==> src/sv/rmsn_pkg.sv <==
`timescale 1ns / 1ps
// Shared types and constants for the RMS normalization unit.
// No dependencies; every other file refers to this package by scoped names.
package rmsn_pkg;

    // Defaults for top-level parameters
    localparam int DEF_MAX_LENGTH   = 65536;
    localparam int DEF_SAMPLE_WIDTH = 16;

    // Configuration registers
    localparam int LEN_W      = 17;
    localparam int EPS_W      = 16;
    localparam int CFG_IDX_W  = 1;
    localparam int CFG_DATA_W = 17;

    localparam logic [CFG_IDX_W-1:0] CFG_VECTOR_LENGTH = 1'b0;
    localparam logic [CFG_IDX_W-1:0] CFG_EPSILON       = 1'b1;

    localparam logic [LEN_W-1:0] RST_VECTOR_LENGTH = 17'd4096;
    localparam logic [EPS_W-1:0] RST_EPSILON       = 16'd17;

    // Accumulator and inverse root
    localparam int SUM_W = 48;
    localparam int INV_W = 32;
    localparam logic [SUM_W-1:0] SUM_MAX = {SUM_W{1'b1}};

    // Shared restoring divider
    localparam int DVD_W = 73;          // dividend: 2^72 for the reciprocal
    localparam int DVS_W = SUM_W + 1;   // divisor: mean square plus epsilon
    localparam int QUO_W = 64;
    localparam int CNT_W = 7;
    localparam logic [CNT_W-1:0] MEAN_STEPS  = 7'd48;
    localparam logic [CNT_W-1:0] RECIP_STEPS = 7'd73;
    localparam logic [DVD_W-1:0] RECIP_DIVIDEND = {1'b1, {(DVD_W-1){1'b0}}};

    // Mean square at or below this saturates the inverse root
    localparam logic [DVS_W-1:0] TINY_MEAN = 49'd256;

    // Integer square root
    localparam int RAD_W  = 64;
    localparam int ROOT_W = 32;

    // Q8.24 inverse root times Q4.12 times Q4.12 back to Q4.12
    localparam int FRAC_SHIFT = 36;

    typedef struct packed {
        logic load_in;      // capture the accepted transaction
        logic mul_mag;      // magnitude product: square or sample times gain
        logic acc_add;      // saturating add into the square sum
        logic div1_start;   // start sum / length, clear the sum
        logic add_eps;      // mean plus epsilon
        logic div2_start;   // start 2^72 / mean
        logic root_start;   // start integer square root of the quotient
        logic store_ones;   // inverse root saturates
        logic store_root;   // inverse root from the root unit
        logic prod_lo;      // low half partial product with inverse root
        logic prod_hi;      // high half partial product with inverse root
        logic prod_sum;     // combine partial products, add rounding half
        logic round;        // scale down and saturate
        logic load_out;     // write the output register
    } t_cmd;

    typedef struct packed {
        logic last;         // captured last_element flag
        logic div_busy;
        logic root_busy;
        logic tiny;         // mean square too small for the reciprocal
    } t_sts;

endpackage

==> src/sv/rmsn_div.sv <==
`timescale 1ns / 1ps
// Restoring divider, one quotient bit per cycle, shared by the mean and
// reciprocal computations. Depends on rmsn_pkg.
module rmsn_div (
    input  logic                        i_clk,
    input  logic                        i_rst_n,
    input  logic                        i_start,
    input  logic [rmsn_pkg::DVD_W-1:0]  i_dividend,
    input  logic [rmsn_pkg::DVS_W-1:0]  i_divisor,
    input  logic [rmsn_pkg::CNT_W-1:0]  i_steps,
    output logic [rmsn_pkg::QUO_W-1:0]  o_quotient,
    output logic                        o_busy
);

    logic [rmsn_pkg::DVD_W-1:0] r_dvd;
    logic [rmsn_pkg::DVS_W-1:0] r_dvs;
    logic [rmsn_pkg::DVS_W-1:0] r_rem;
    logic [rmsn_pkg::QUO_W-1:0] r_quo;
    logic [rmsn_pkg::CNT_W-1:0] r_cnt;
    logic                       r_busy;

    logic [rmsn_pkg::DVS_W:0]   w_rem_sh;
    logic [rmsn_pkg::DVS_W:0]   w_diff;
    logic                       w_fit;
    logic [rmsn_pkg::DVS_W-1:0] n_rem;

    assign w_rem_sh = {r_rem, r_dvd[rmsn_pkg::DVD_W-1]};
    assign w_diff   = w_rem_sh - {1'b0, r_dvs};
    assign w_fit    = (w_rem_sh >= {1'b0, r_dvs});
    assign n_rem    = w_fit ? w_diff[rmsn_pkg::DVS_W-1:0] : w_rem_sh[rmsn_pkg::DVS_W-1:0];

    always_ff @(posedge i_clk) begin
        if (!i_rst_n) begin
            r_busy <= 1'b0;
            r_cnt  <= '0;
        end else if (i_start) begin
            r_busy <= 1'b1;
            r_cnt  <= i_steps;
        end else if (r_busy) begin
            r_cnt <= r_cnt - 1'b1;
            if (r_cnt == rmsn_pkg::CNT_W'(1)) begin
                r_busy <= 1'b0;
            end
        end
    end

    always_ff @(posedge i_clk) begin
        if (i_start) begin
            r_dvd <= i_dividend;
            r_dvs <= i_divisor;
            r_rem <= '0;
            r_quo <= '0;
        end else if (r_busy) begin
            r_dvd <= {r_dvd[rmsn_pkg::DVD_W-2:0], 1'b0};
            r_rem <= n_rem;
            r_quo <= {r_quo[rmsn_pkg::QUO_W-2:0], w_fit};
        end
    end

    assign o_quotient = r_quo;
    assign o_busy     = r_busy;

endmodule

==> src/sv/rmsn_isqrt.sv <==
`timescale 1ns / 1ps
// Digit-by-digit integer square root, one result bit per cycle.
// Depends on rmsn_pkg.
module rmsn_isqrt (
    input  logic                        i_clk,
    input  logic                        i_rst_n,
    input  logic                        i_start,
    input  logic [rmsn_pkg::RAD_W-1:0]  i_radicand,
    output logic [rmsn_pkg::ROOT_W-1:0] o_root,
    output logic                        o_busy
);

    logic [rmsn_pkg::RAD_W-1:0] r_x;
    logic [rmsn_pkg::RAD_W-1:0] r_r;
    logic [rmsn_pkg::RAD_W-1:0] r_bit;

    logic [rmsn_pkg::RAD_W-1:0] w_trial;
    logic                       w_fit;

    assign w_trial = r_r + r_bit;
    assign w_fit   = (r_x >= w_trial);

    // one-hot test bit doubles as the busy flag
    always_ff @(posedge i_clk) begin
        if (!i_rst_n) begin
            r_bit <= '0;
        end else if (i_start) begin
            r_bit <= {2'b01, {(rmsn_pkg::RAD_W-2){1'b0}}};
        end else begin
            r_bit <= r_bit >> 2;
        end
    end

    always_ff @(posedge i_clk) begin
        if (i_start) begin
            r_x <= i_radicand;
            r_r <= '0;
        end else if (r_bit != '0) begin
            if (w_fit) begin
                r_x <= r_x - w_trial;
                r_r <= (r_r >> 1) + r_bit;
            end else begin
                r_r <= r_r >> 1;
            end
        end
    end

    assign o_root = r_r[rmsn_pkg::ROOT_W-1:0];
    assign o_busy = (r_bit != '0);

endmodule

==> src/sv/rmsn_ctrl.sv <==
`timescale 1ns / 1ps
// Sequencing controller: handshakes and the command sequence per transaction.
// Depends on rmsn_pkg (t_cmd, t_sts).
module rmsn_ctrl (
    input  logic             i_clk,
    input  logic             i_rst_n,
    input  logic             i_valid,
    input  logic             i_op,
    output logic             o_stall,
    output logic             o_valid,
    input  logic             i_stall,
    input  rmsn_pkg::t_sts   i_sts,
    output rmsn_pkg::t_cmd   o_cmd
);

    typedef enum logic [3:0] {
        S_IDLE,
        S_SQR,
        S_ACC,
        S_DIV1,
        S_DIV1W,
        S_MEAN,
        S_CHK,
        S_DIV2W,
        S_ROOTW,
        S_MSG,
        S_MLO,
        S_MHI,
        S_SUM,
        S_RND,
        S_OUT
    } t_state;

    t_state r_state;
    t_state n_state;
    logic   r_out_valid;

    always_comb begin
        n_state = r_state;
        o_cmd   = '0;
        case (r_state)
            S_IDLE: begin
                if (i_valid) begin
                    o_cmd.load_in = 1'b1;
                    n_state = i_op ? S_MSG : S_SQR;
                end
            end
            S_SQR: begin
                o_cmd.mul_mag = 1'b1;
                n_state = S_ACC;
            end
            S_ACC: begin
                o_cmd.acc_add = 1'b1;
                n_state = i_sts.last ? S_DIV1 : S_OUT;
            end
            S_DIV1: begin
                o_cmd.div1_start = 1'b1;
                n_state = S_DIV1W;
            end
            S_DIV1W: begin
                if (!i_sts.div_busy) begin
                    n_state = S_MEAN;
                end
            end
            S_MEAN: begin
                o_cmd.add_eps = 1'b1;
                n_state = S_CHK;
            end
            S_CHK: begin
                if (i_sts.tiny) begin
                    o_cmd.store_ones = 1'b1;
                    n_state = S_OUT;
                end else begin
                    o_cmd.div2_start = 1'b1;
                    n_state = S_DIV2W;
                end
            end
            S_DIV2W: begin
                if (!i_sts.div_busy) begin
                    o_cmd.root_start = 1'b1;
                    n_state = S_ROOTW;
                end
            end
            S_ROOTW: begin
                if (!i_sts.root_busy) begin
                    o_cmd.store_root = 1'b1;
                    n_state = S_OUT;
                end
            end
            S_MSG: begin
                o_cmd.mul_mag = 1'b1;
                n_state = S_MLO;
            end
            S_MLO: begin
                o_cmd.prod_lo = 1'b1;
                n_state = S_MHI;
            end
            S_MHI: begin
                o_cmd.prod_hi = 1'b1;
                n_state = S_SUM;
            end
            S_SUM: begin
                o_cmd.prod_sum = 1'b1;
                n_state = S_RND;
            end
            S_RND: begin
                o_cmd.round = 1'b1;
                n_state = S_OUT;
            end
            S_OUT: begin
                // hold until the output register is free or drains this cycle
                if (!r_out_valid || !i_stall) begin
                    o_cmd.load_out = 1'b1;
                    n_state = S_IDLE;
                end
            end
            default: begin
                n_state = S_IDLE;
            end
        endcase
    end

    always_ff @(posedge i_clk) begin
        if (!i_rst_n) begin
            r_state     <= S_IDLE;
            r_out_valid <= 1'b0;
        end else begin
            r_state <= n_state;
            if (o_cmd.load_out) begin
                r_out_valid <= 1'b1;
            end else if (!i_stall) begin
                r_out_valid <= 1'b0;
            end
        end
    end

    assign o_stall = (r_state != S_IDLE);
    assign o_valid = r_out_valid;

endmodule

==> src/sv/rmsn_dp.sv <==
`timescale 1ns / 1ps
// Datapath: configuration registers, square sum, inverse root, normalize
// products and the output register. Depends on rmsn_pkg, rmsn_div, rmsn_isqrt.
module rmsn_dp #(
    parameter int MAX_LENGTH   = rmsn_pkg::DEF_MAX_LENGTH,
    parameter int SAMPLE_WIDTH = rmsn_pkg::DEF_SAMPLE_WIDTH
) (
    input  logic                             i_clk,
    input  logic                             i_rst_n,
    input  logic                             i_cfg_we,
    input  logic [rmsn_pkg::CFG_IDX_W-1:0]   i_cfg_idx,
    input  logic [rmsn_pkg::CFG_DATA_W-1:0]  i_cfg_data,
    input  logic                             i_op,
    input  logic signed [SAMPLE_WIDTH-1:0]   i_sample,
    input  logic signed [SAMPLE_WIDTH-1:0]   i_gain,
    input  logic                             i_last_element,
    input  rmsn_pkg::t_cmd                   i_cmd,
    output rmsn_pkg::t_sts                   o_sts,
    output logic signed [SAMPLE_WIDTH-1:0]   o_result_value,
    output logic                             o_is_normalized,
    output logic                             o_result_last,
    output logic                             o_saturated
);

    localparam int SW  = SAMPLE_WIDTH;
    localparam int AW  = 2 * SW;                              // magnitude product
    localparam int EW  = ((AW > rmsn_pkg::SUM_W) ? AW : rmsn_pkg::SUM_W) + 1;
    localparam int PW  = SW + rmsn_pkg::INV_W;                // partial product
    localparam int TW  = AW + rmsn_pkg::INV_W + 1;            // rounded total
    localparam int MW  = TW - rmsn_pkg::FRAC_SHIFT;           // scaled magnitude
    localparam logic [TW-1:0] HALF = TW'(1) << (rmsn_pkg::FRAC_SHIFT - 1);
    localparam logic [MW-1:0] MIN_MAG = MW'(1) << (SW - 1);
    localparam logic [SW-1:0] POS_LIMIT = {1'b0, {(SW-1){1'b1}}};
    localparam logic [SW-1:0] NEG_LIMIT = {1'b1, {(SW-1){1'b0}}};
    localparam logic [rmsn_pkg::LEN_W-1:0] LEN_CAP = rmsn_pkg::LEN_W'(MAX_LENGTH);

    // configuration
    logic [rmsn_pkg::LEN_W-1:0] r_len;
    logic [rmsn_pkg::EPS_W-1:0] r_eps;

    // state
    logic [rmsn_pkg::SUM_W-1:0] r_sum;
    logic [rmsn_pkg::INV_W-1:0] r_inv;

    // captured transaction
    logic                       r_op;
    logic                       r_last;
    logic [SW-1:0]              r_smp;
    logic [SW-1:0]              r_smag;
    logic [SW-1:0]              r_gmag;
    logic                       r_neg;

    // working registers
    logic [AW-1:0]              r_a;
    logic [rmsn_pkg::DVS_W-1:0] r_m;
    logic [PW-1:0]              r_plo;
    logic [PW-1:0]              r_phi;
    logic [TW-1:0]              r_total;
    logic [SW-1:0]              r_nval;
    logic                       r_nsat;

    logic [SW-1:0]              w_smp_u;
    logic [SW-1:0]              w_gain_u;
    logic [SW-1:0]              w_mb;
    logic [EW-1:0]              w_sum_ext;
    logic [rmsn_pkg::LEN_W-1:0] w_len;
    logic [SW-1:0]              w_pa;
    logic [PW-1:0]              w_pp;
    logic [MW-1:0]              w_mag;
    logic                       w_over;
    logic                       w_sat;

    logic                       w_div_start;
    logic [rmsn_pkg::DVD_W-1:0] w_dividend;
    logic [rmsn_pkg::DVS_W-1:0] w_divisor;
    logic [rmsn_pkg::CNT_W-1:0] w_steps;
    logic [rmsn_pkg::QUO_W-1:0] w_quo;
    logic                       w_div_busy;
    logic [rmsn_pkg::ROOT_W-1:0] w_root;
    logic                       w_root_busy;

    assign w_smp_u  = i_sample;
    assign w_gain_u = i_gain;

    always_ff @(posedge i_clk) begin
        if (!i_rst_n) begin
            r_len <= rmsn_pkg::RST_VECTOR_LENGTH;
            r_eps <= rmsn_pkg::RST_EPSILON;
        end else if (i_cfg_we) begin
            case (i_cfg_idx)
                rmsn_pkg::CFG_VECTOR_LENGTH: r_len <= i_cfg_data[rmsn_pkg::LEN_W-1:0];
                rmsn_pkg::CFG_EPSILON:       r_eps <= i_cfg_data[rmsn_pkg::EPS_W-1:0];
                default: ;
            endcase
        end
    end

    // length of zero divides as one, above the cap as the cap
    always_comb begin
        if (r_len == '0) begin
            w_len = rmsn_pkg::LEN_W'(1);
        end else if (r_len > LEN_CAP) begin
            w_len = LEN_CAP;
        end else begin
            w_len = r_len;
        end
    end

    assign w_mb      = r_op ? r_gmag : r_smag;
    assign w_sum_ext = EW'(r_sum) + EW'(r_a);

    always_ff @(posedge i_clk) begin
        if (!i_rst_n) begin
            r_sum <= '0;
            r_inv <= '0;
        end else begin
            if (i_cmd.acc_add) begin
                if (w_sum_ext > EW'(rmsn_pkg::SUM_MAX)) begin
                    r_sum <= rmsn_pkg::SUM_MAX;
                end else begin
                    r_sum <= w_sum_ext[rmsn_pkg::SUM_W-1:0];
                end
            end else if (i_cmd.div1_start) begin
                r_sum <= '0;
            end
            if (i_cmd.store_ones) begin
                r_inv <= '1;
            end else if (i_cmd.store_root) begin
                r_inv <= w_root;
            end
        end
    end

    // divider operands: mean square, then reciprocal of mean plus epsilon
    assign w_div_start = i_cmd.div1_start | i_cmd.div2_start;
    assign w_dividend  = i_cmd.div1_start
                       ? {r_sum, {(rmsn_pkg::DVD_W-rmsn_pkg::SUM_W){1'b0}}}
                       : rmsn_pkg::RECIP_DIVIDEND;
    assign w_divisor   = i_cmd.div1_start ? rmsn_pkg::DVS_W'(w_len) : r_m;
    assign w_steps     = i_cmd.div1_start ? rmsn_pkg::MEAN_STEPS : rmsn_pkg::RECIP_STEPS;

    rmsn_div u_div (
        .i_clk      (i_clk),
        .i_rst_n    (i_rst_n),
        .i_start    (w_div_start),
        .i_dividend (w_dividend),
        .i_divisor  (w_divisor),
        .i_steps    (w_steps),
        .o_quotient (w_quo),
        .o_busy     (w_div_busy)
    );

    rmsn_isqrt u_isqrt (
        .i_clk      (i_clk),
        .i_rst_n    (i_rst_n),
        .i_start    (i_cmd.root_start),
        .i_radicand (w_quo),
        .o_root     (w_root),
        .o_busy     (w_root_busy)
    );

    // one multiplier for both halves against the inverse root
    assign w_pa = i_cmd.prod_hi ? r_a[AW-1:SW] : r_a[SW-1:0];
    assign w_pp = PW'(w_pa) * PW'(r_inv);

    // round to Q4.12 and clip
    assign w_mag  = r_total[TW-1:rmsn_pkg::FRAC_SHIFT];
    assign w_over = |w_mag[MW-1:SW-1];
    assign w_sat  = w_over && !(r_neg && (w_mag == MIN_MAG));

    always_ff @(posedge i_clk) begin
        if (i_cmd.load_in) begin
            r_op   <= i_op;
            r_last <= i_last_element;
            r_smp  <= w_smp_u;
            r_smag <= w_smp_u[SW-1] ? (~w_smp_u + 1'b1) : w_smp_u;
            r_gmag <= w_gain_u[SW-1] ? (~w_gain_u + 1'b1) : w_gain_u;
            r_neg  <= w_smp_u[SW-1] ^ w_gain_u[SW-1];
        end
        if (i_cmd.mul_mag) begin
            r_a <= AW'(r_smag) * AW'(w_mb);
        end
        if (i_cmd.add_eps) begin
            r_m <= rmsn_pkg::DVS_W'(w_quo[rmsn_pkg::SUM_W-1:0])
                 + rmsn_pkg::DVS_W'(r_eps);
        end
        if (i_cmd.prod_lo) begin
            r_plo <= w_pp;
        end
        if (i_cmd.prod_hi) begin
            r_phi <= w_pp;
        end
        if (i_cmd.prod_sum) begin
            r_total <= (TW'(r_phi) << SW) + TW'(r_plo) + HALF;
        end
        if (i_cmd.round) begin
            r_nsat <= w_sat;
            if (w_sat) begin
                r_nval <= r_neg ? NEG_LIMIT : POS_LIMIT;
            end else begin
                r_nval <= r_neg ? (~w_mag[SW-1:0] + 1'b1) : w_mag[SW-1:0];
            end
        end
        if (i_cmd.load_out) begin
            o_result_value  <= r_op ? r_nval : r_smp;
            o_is_normalized <= r_op;
            o_result_last   <= r_last;
            o_saturated     <= r_op & r_nsat;
        end
    end

    assign o_sts.last      = r_last;
    assign o_sts.div_busy  = w_div_busy;
    assign o_sts.root_busy = w_root_busy;
    assign o_sts.tiny      = (r_m <= rmsn_pkg::TINY_MEAN);

endmodule

==> src/sv/rms_norm_two_pass_unit.sv <==
`timescale 1ns / 1ps
// RMS normalization unit, two passes over a token vector, one transaction at a time.
// Accumulate element: square, accumulate, then write the output register; normalize
// element: multiply, two partial products, sum with rounding half, round, then output. The last
// accumulate element also runs the bit-serial divider (48 + 73 steps) and the 32-step square
// root; on a tiny mean only the 48-step mean division. A stalled consumer adds its stall.
// Synchronous active-low reset clears control, square sum, inverse root; config takes defaults.
module rms_norm_two_pass_unit #(
    parameter int MAX_LENGTH   = rmsn_pkg::DEF_MAX_LENGTH,
    parameter int SAMPLE_WIDTH = rmsn_pkg::DEF_SAMPLE_WIDTH
) (
    input  logic                             i_clk,
    input  logic                             i_rst_n,
    // configuration write port
    input  logic                             i_cfg_we,
    input  logic [rmsn_pkg::CFG_IDX_W-1:0]   i_cfg_idx,
    input  logic [rmsn_pkg::CFG_DATA_W-1:0]  i_cfg_data,
    // input channel
    input  logic                             i_valid,
    output logic                             o_stall,
    input  logic                             i_op,
    input  logic signed [SAMPLE_WIDTH-1:0]   i_sample,
    input  logic signed [SAMPLE_WIDTH-1:0]   i_gain,
    input  logic                             i_last_element,
    // output channel
    output logic                             o_valid,
    input  logic                             i_stall,
    output logic signed [SAMPLE_WIDTH-1:0]   o_result_value,
    output logic                             o_is_normalized,
    output logic                             o_result_last,
    output logic                             o_saturated
);

    rmsn_pkg::t_cmd w_cmd;
    rmsn_pkg::t_sts w_sts;

    // Controller: accepts a transaction only when idle, steps the datapath
    // through the square/accumulate or normalize sequence, and on the last
    // accumulate element runs the mean, then reciprocal and root unless tiny, before releasing.
    rmsn_ctrl u_ctrl (
        .i_clk   (i_clk),
        .i_rst_n (i_rst_n),
        .i_valid (i_valid),
        .i_op    (i_op),
        .o_stall (o_stall),
        .o_valid (o_valid),
        .i_stall (i_stall),
        .i_sts   (w_sts),
        .o_cmd   (w_cmd)
    );

    // Datapath: holds configuration, the 48-bit saturating square sum, the
    // Q8.24 inverse root, the shared divider and root units, and the output
    // register that parts the input side from a stalled consumer.
    rmsn_dp #(
        .MAX_LENGTH   (MAX_LENGTH),
        .SAMPLE_WIDTH (SAMPLE_WIDTH)
    ) u_dp (
        .i_clk           (i_clk),
        .i_rst_n         (i_rst_n),
        .i_cfg_we        (i_cfg_we),
        .i_cfg_idx       (i_cfg_idx),
        .i_cfg_data      (i_cfg_data),
        .i_op            (i_op),
        .i_sample        (i_sample),
        .i_gain          (i_gain),
        .i_last_element  (i_last_element),
        .i_cmd           (w_cmd),
        .o_sts           (w_sts),
        .o_result_value  (o_result_value),
        .o_is_normalized (o_is_normalized),
        .o_result_last   (o_result_last),
        .o_saturated     (o_saturated)
    );

    // One transaction in flight: after an acceptance the input side stalls.
    a_one_in_flight: assert property (@(posedge i_clk) disable iff (!i_rst_n)
        (i_valid && !o_stall) |=> o_stall)
        else $error("input accepted while a transaction is in flight");

    // Never overwrite a result that the consumer has not taken.
    a_no_overwrite: assert property (@(posedge i_clk) disable iff (!i_rst_n)
        w_cmd.load_out |-> (!o_valid || !i_stall))
        else $error("output register overwritten while stalled");

    // A residual copy is never flagged as clipped.
    a_residual_unclipped: assert property (@(posedge i_clk) disable iff (!i_rst_n)
        (o_valid && !o_is_normalized) |-> !o_saturated)
        else $error("residual copy flagged saturated");

endmodule

==> config.mk <==
export PLATFORM = sky130hd
export DESIGN_NAME = rms_norm_two_pass_unit
export DESIGN_NICKNAME = d
export VERILOG_FILES = /design/src/sv/rmsn_pkg.sv /design/src/sv/rmsn_div.sv /design/src/sv/rmsn_isqrt.sv /design/src/sv/rmsn_ctrl.sv /design/src/sv/rmsn_dp.sv /design/src/sv/rms_norm_two_pass_unit.sv
export SDC_FILE = /design/constraint.sdc
export NUM_CORES = 2
export LEC_CHECK = 0
export ABC_AREA = 1
export BUFFER_PORTS_ARGS = -buffer_cell sky130_fd_sc_hd__buf_2
export CAP_MARGIN = 10
export CORE_MARGIN = 2
export CORE_UTILIZATION = 49
export CTS_CLUSTER_SIZE = 8
export DETAILED_ROUTE_END_ITERATION = 16
export SYNTH_ARGS = -nofsm -noshare
export SYNTH_HDL_FRONTEND = slang
export SYNTH_SLANG_ARGS = --single-unit
==> constraint.sdc <==
create_clock -name i_clk -period 14.78 [get_ports i_clk]
set_input_delay 2.956 -clock i_clk [delete_from_list [all_inputs] [get_ports i_clk]]
set_output_delay 2.956 -clock i_clk [all_outputs]
set_load 0.01 [all_outputs]
==> impl_metrics.env <==
export IMPL_floorplan_initialDensity_pct=49.4
export IMPL_outcome="completed"
export IMPL_portBuffers=77
export IMPL_ys_warn_count=0
export IMPL_tightest_slew_ns=1.21
export IMPL_relSlewSlack_pct=19.4
export IMPL_mostFrequentLayoutCell="nand2_1"
export IMPL_finalSetupTns_ns=0
export IMPL_min_path_type="register to register"
export IMPL_grt_pass1_vias=71700
export IMPL_max_freq_mhz=110
export IMPL_die_area_um2=167000
export IMPL_firstDrtPassIters=8
export IMPL_cpPeakStageDelay_ns=1.00
export IMPL_boundaryPins=78
export IMPL_final_cell_mix="3,138 x nand2_1, 2,207 x inv_1, 1,270 x nor2_1"
export IMPL_cap_violations=0
export IMPL_cts_tree="done"
export IMPL_clk_path_buf_depth=3
export IMPL_slew_violations=0
export IMPL_htreeDepth=3
export IMPL_worst_setup_path_start_kind="register"
export IMPL_overflow=0
export IMPL_fin_nets=12600
export IMPL_synth_flop_cell="edfxtp_1"
export IMPL_yosysSeqAreaShare_pct=24.6
export IMPL_grt_pass1_wl_um=431000
export IMPL_antenna_found_initial=8
export IMPL_final_hold_violation_count=0
export IMPL_synth_seq_cells=772
export IMPL_ctsHoldBuffers=0
export IMPL_finalNonFillerCells=13700
export IMPL_critPathArrivalTime_ns=9.57
export IMPL_reg2reg_depth=28
export IMPL_clkSinkCount=772
export IMPL_crit_path_end_kind="register"
export IMPL_avgSynthCellArea_um2=7.00
export IMPL_die_x_um=409
export IMPL_path_delay_family="adder cells"
export IMPL_clk_pin_slew_ns=0.05
export IMPL_layout_min_cycle_time_ns=9.07
export IMPL_vias=75100
export IMPL_diodes=0
export IMPL_synth_area_um2=80500
export IMPL_dp_cells=13500
export IMPL_grt_max_degree=107
export IMPL_cts_root_buffer="clkbuf_16"
export IMPL_cts_setup_buffers=0
export IMPL_area_growth_pct=7.17
export IMPL_cts_resized=0
export IMPL_final_core_util_pct=52.9
export IMPL_finalSetupViolCount=0
export IMPL_core_um2=163000
export IMPL_cp_num_buf_inv=8
export IMPL_synth_edf_count=437
export IMPL_wire_per_inst_um=20.5
export IMPL_crit_slowest_cell="o21ai_2"
export IMPL_path_class="register to register"
export IMPL_synth_cell_types=56
export IMPL_dp_hpwl_um=227000
export IMPL_critical_path_cell_count=28
export IMPL_skew_ns=0.0814
export IMPL_crit_fanout=66
export IMPL_drive_above_1_share_pct=3.26
export IMPL_required_ns=15.28
export IMPL_fp_dieH_um=409
export IMPL_route_detailed_drc=0
export IMPL_crit_top_cell="fa_1"
export IMPL_insertion_delay_ns=0.82
export IMPL_track_usage_pct=33.2
export IMPL_cts_buffers=111
export IMPL_first_iter_violations=7900
export IMPL_avgViaCountPerCell=5.49
export IMPL_syn_nets=12700
export IMPL_async_flop_share_pct=0
export IMPL_rsz0062_at_grt="false"
export IMPL_synth_cells=11500
export IMPL_routed_wl_um=281000
export IMPL_rows=148
export IMPL_globalplace_congestion=0.990
export IMPL_timing_final_crit_share_pct=61.3
export IMPL_whs_path_depth=2
export IMPL_detail_route_antenna_nets=0
[tightest hold or removal path, cell delays in order (launching register included)]
cell and delay [ns]:
dfxtp_1 0.33, nand2_1 0.05, o21ai_0 0.06
[registers in the layout (all words and copies together) (netlist names), 7 cells and up]
| signal | flops |
|---|---|
| u_dp.r_total | 29 |
| u_dp.r_smp | 15 |
| u_dp.r_inv | 32 |
| u_dp.r_eps | 16 |
| u_dp.u_isqrt.r_x | 64 |
| u_dp.u_div.o_quotient | 64 |
| u_dp.r_phi | 48 |
| u_dp.r_gmag | 16 |
| u_dp.r_nval | 16 |
| u_dp.u_isqrt.r_bit | 32 |
| u_dp.u_div.r_rem | 49 |
| u_dp.o_result_value | 16 |
| u_dp.r_smag | 16 |
| u_dp.u_div.r_dvs | 49 |
| u_dp.r_len | 17 |
| u_dp.r_m | 49 |
| u_dp.u_div.r_dvd | 48 |
| u_dp.r_plo | 32 |
| u_dp.u_isqrt.r_r | 64 |
| u_dp.r_a | 32 |
| u_dp.r_sum | 48 |
| u_dp.u_div.r_cnt | 7 |
[metrics by stage]
stage	hold WS, ns	setup slack (ns)	area, µm²
2_1_floorplan	0.421	6.82	80500
3_3_place_gp	0.441	5.49	82900
3_5_place_dp	0.458	5.49	82900
4_1_cts	0.471	5.47	86200
5_1_grt	0.490	5.13	86200
6_report	0.472	5.71	86200
[synth_stat cells (103+ instances only)]
cell type | count | area [µm²]
dfxtp_1 | 335 | 6710
ha_1 | 518 | 6480
xnor2_1 | 103 | 902
fa_1 | 616 | 12300
clkbuf_1 | 190 | 713
xor2_1 | 225 | 1970
nor2_1 | 1279 | 4800
nand2_1 | 3139 | 11800
nand3_1 | 546 | 2730
edfxtp_1 | 437 | 13100
o21ai_0 | 440 | 2200
nand4_1 | 204 | 1280
inv_1 | 2207 | 8280
a21oi_1 | 525 | 2630
nor3_1 | 109 | 546
[layout make-up]
class / instances / area (µm²)
fill: 16500 / 76700
multi-input combinational: 8178 / 51100
sequential: 772 / 19800
inverter: 2245 / 8430
clock buffer: 170 / 3090
tap: 2175 / 2720
timing repair buffer: 141 / 878
clock inverter: 12 / 225
[final timing paths]
check                               to  slack [ns]                       from
max                     u_dp.r_phi[46]        5.71          u_ctrl.r_state[3]
min          u_dp.u_div.o_quotient[63]        0.47  u_dp.u_div.o_quotient[63]
max reg2reg             u_dp.r_phi[46]        5.71          u_ctrl.r_state[3]
min reg2reg  u_dp.u_div.o_quotient[63]        0.47  u_dp.u_div.o_quotient[63]
[cell families after synthesis]
kind of cell | Yosys count | share of synthesized area, %
and+or+nand+nor | 5440 | 27.6
AOI/OAI and AO/OA | 1276 | 8.75
DFF | 772 | 24.6
xor gates and xnor gates | 328 | 3.57
adders and majority gates | 1134 | 23.4
buffers and inverters | 2540 | 12.0
[layer usage]
metal,share of wire (%),up-vias,global-route usage [%]
met5,0.0039,-,0
met2,42,2984,49.3
met1,47,35900,49.9
met4,2.1,2,7.14
met3,8.9,357,6.32
li1,-,35800,-
Power is left out: the tool's default activity adds up to more than one toggle a clock period on the data nets, which glitch-free logic cannot reach.
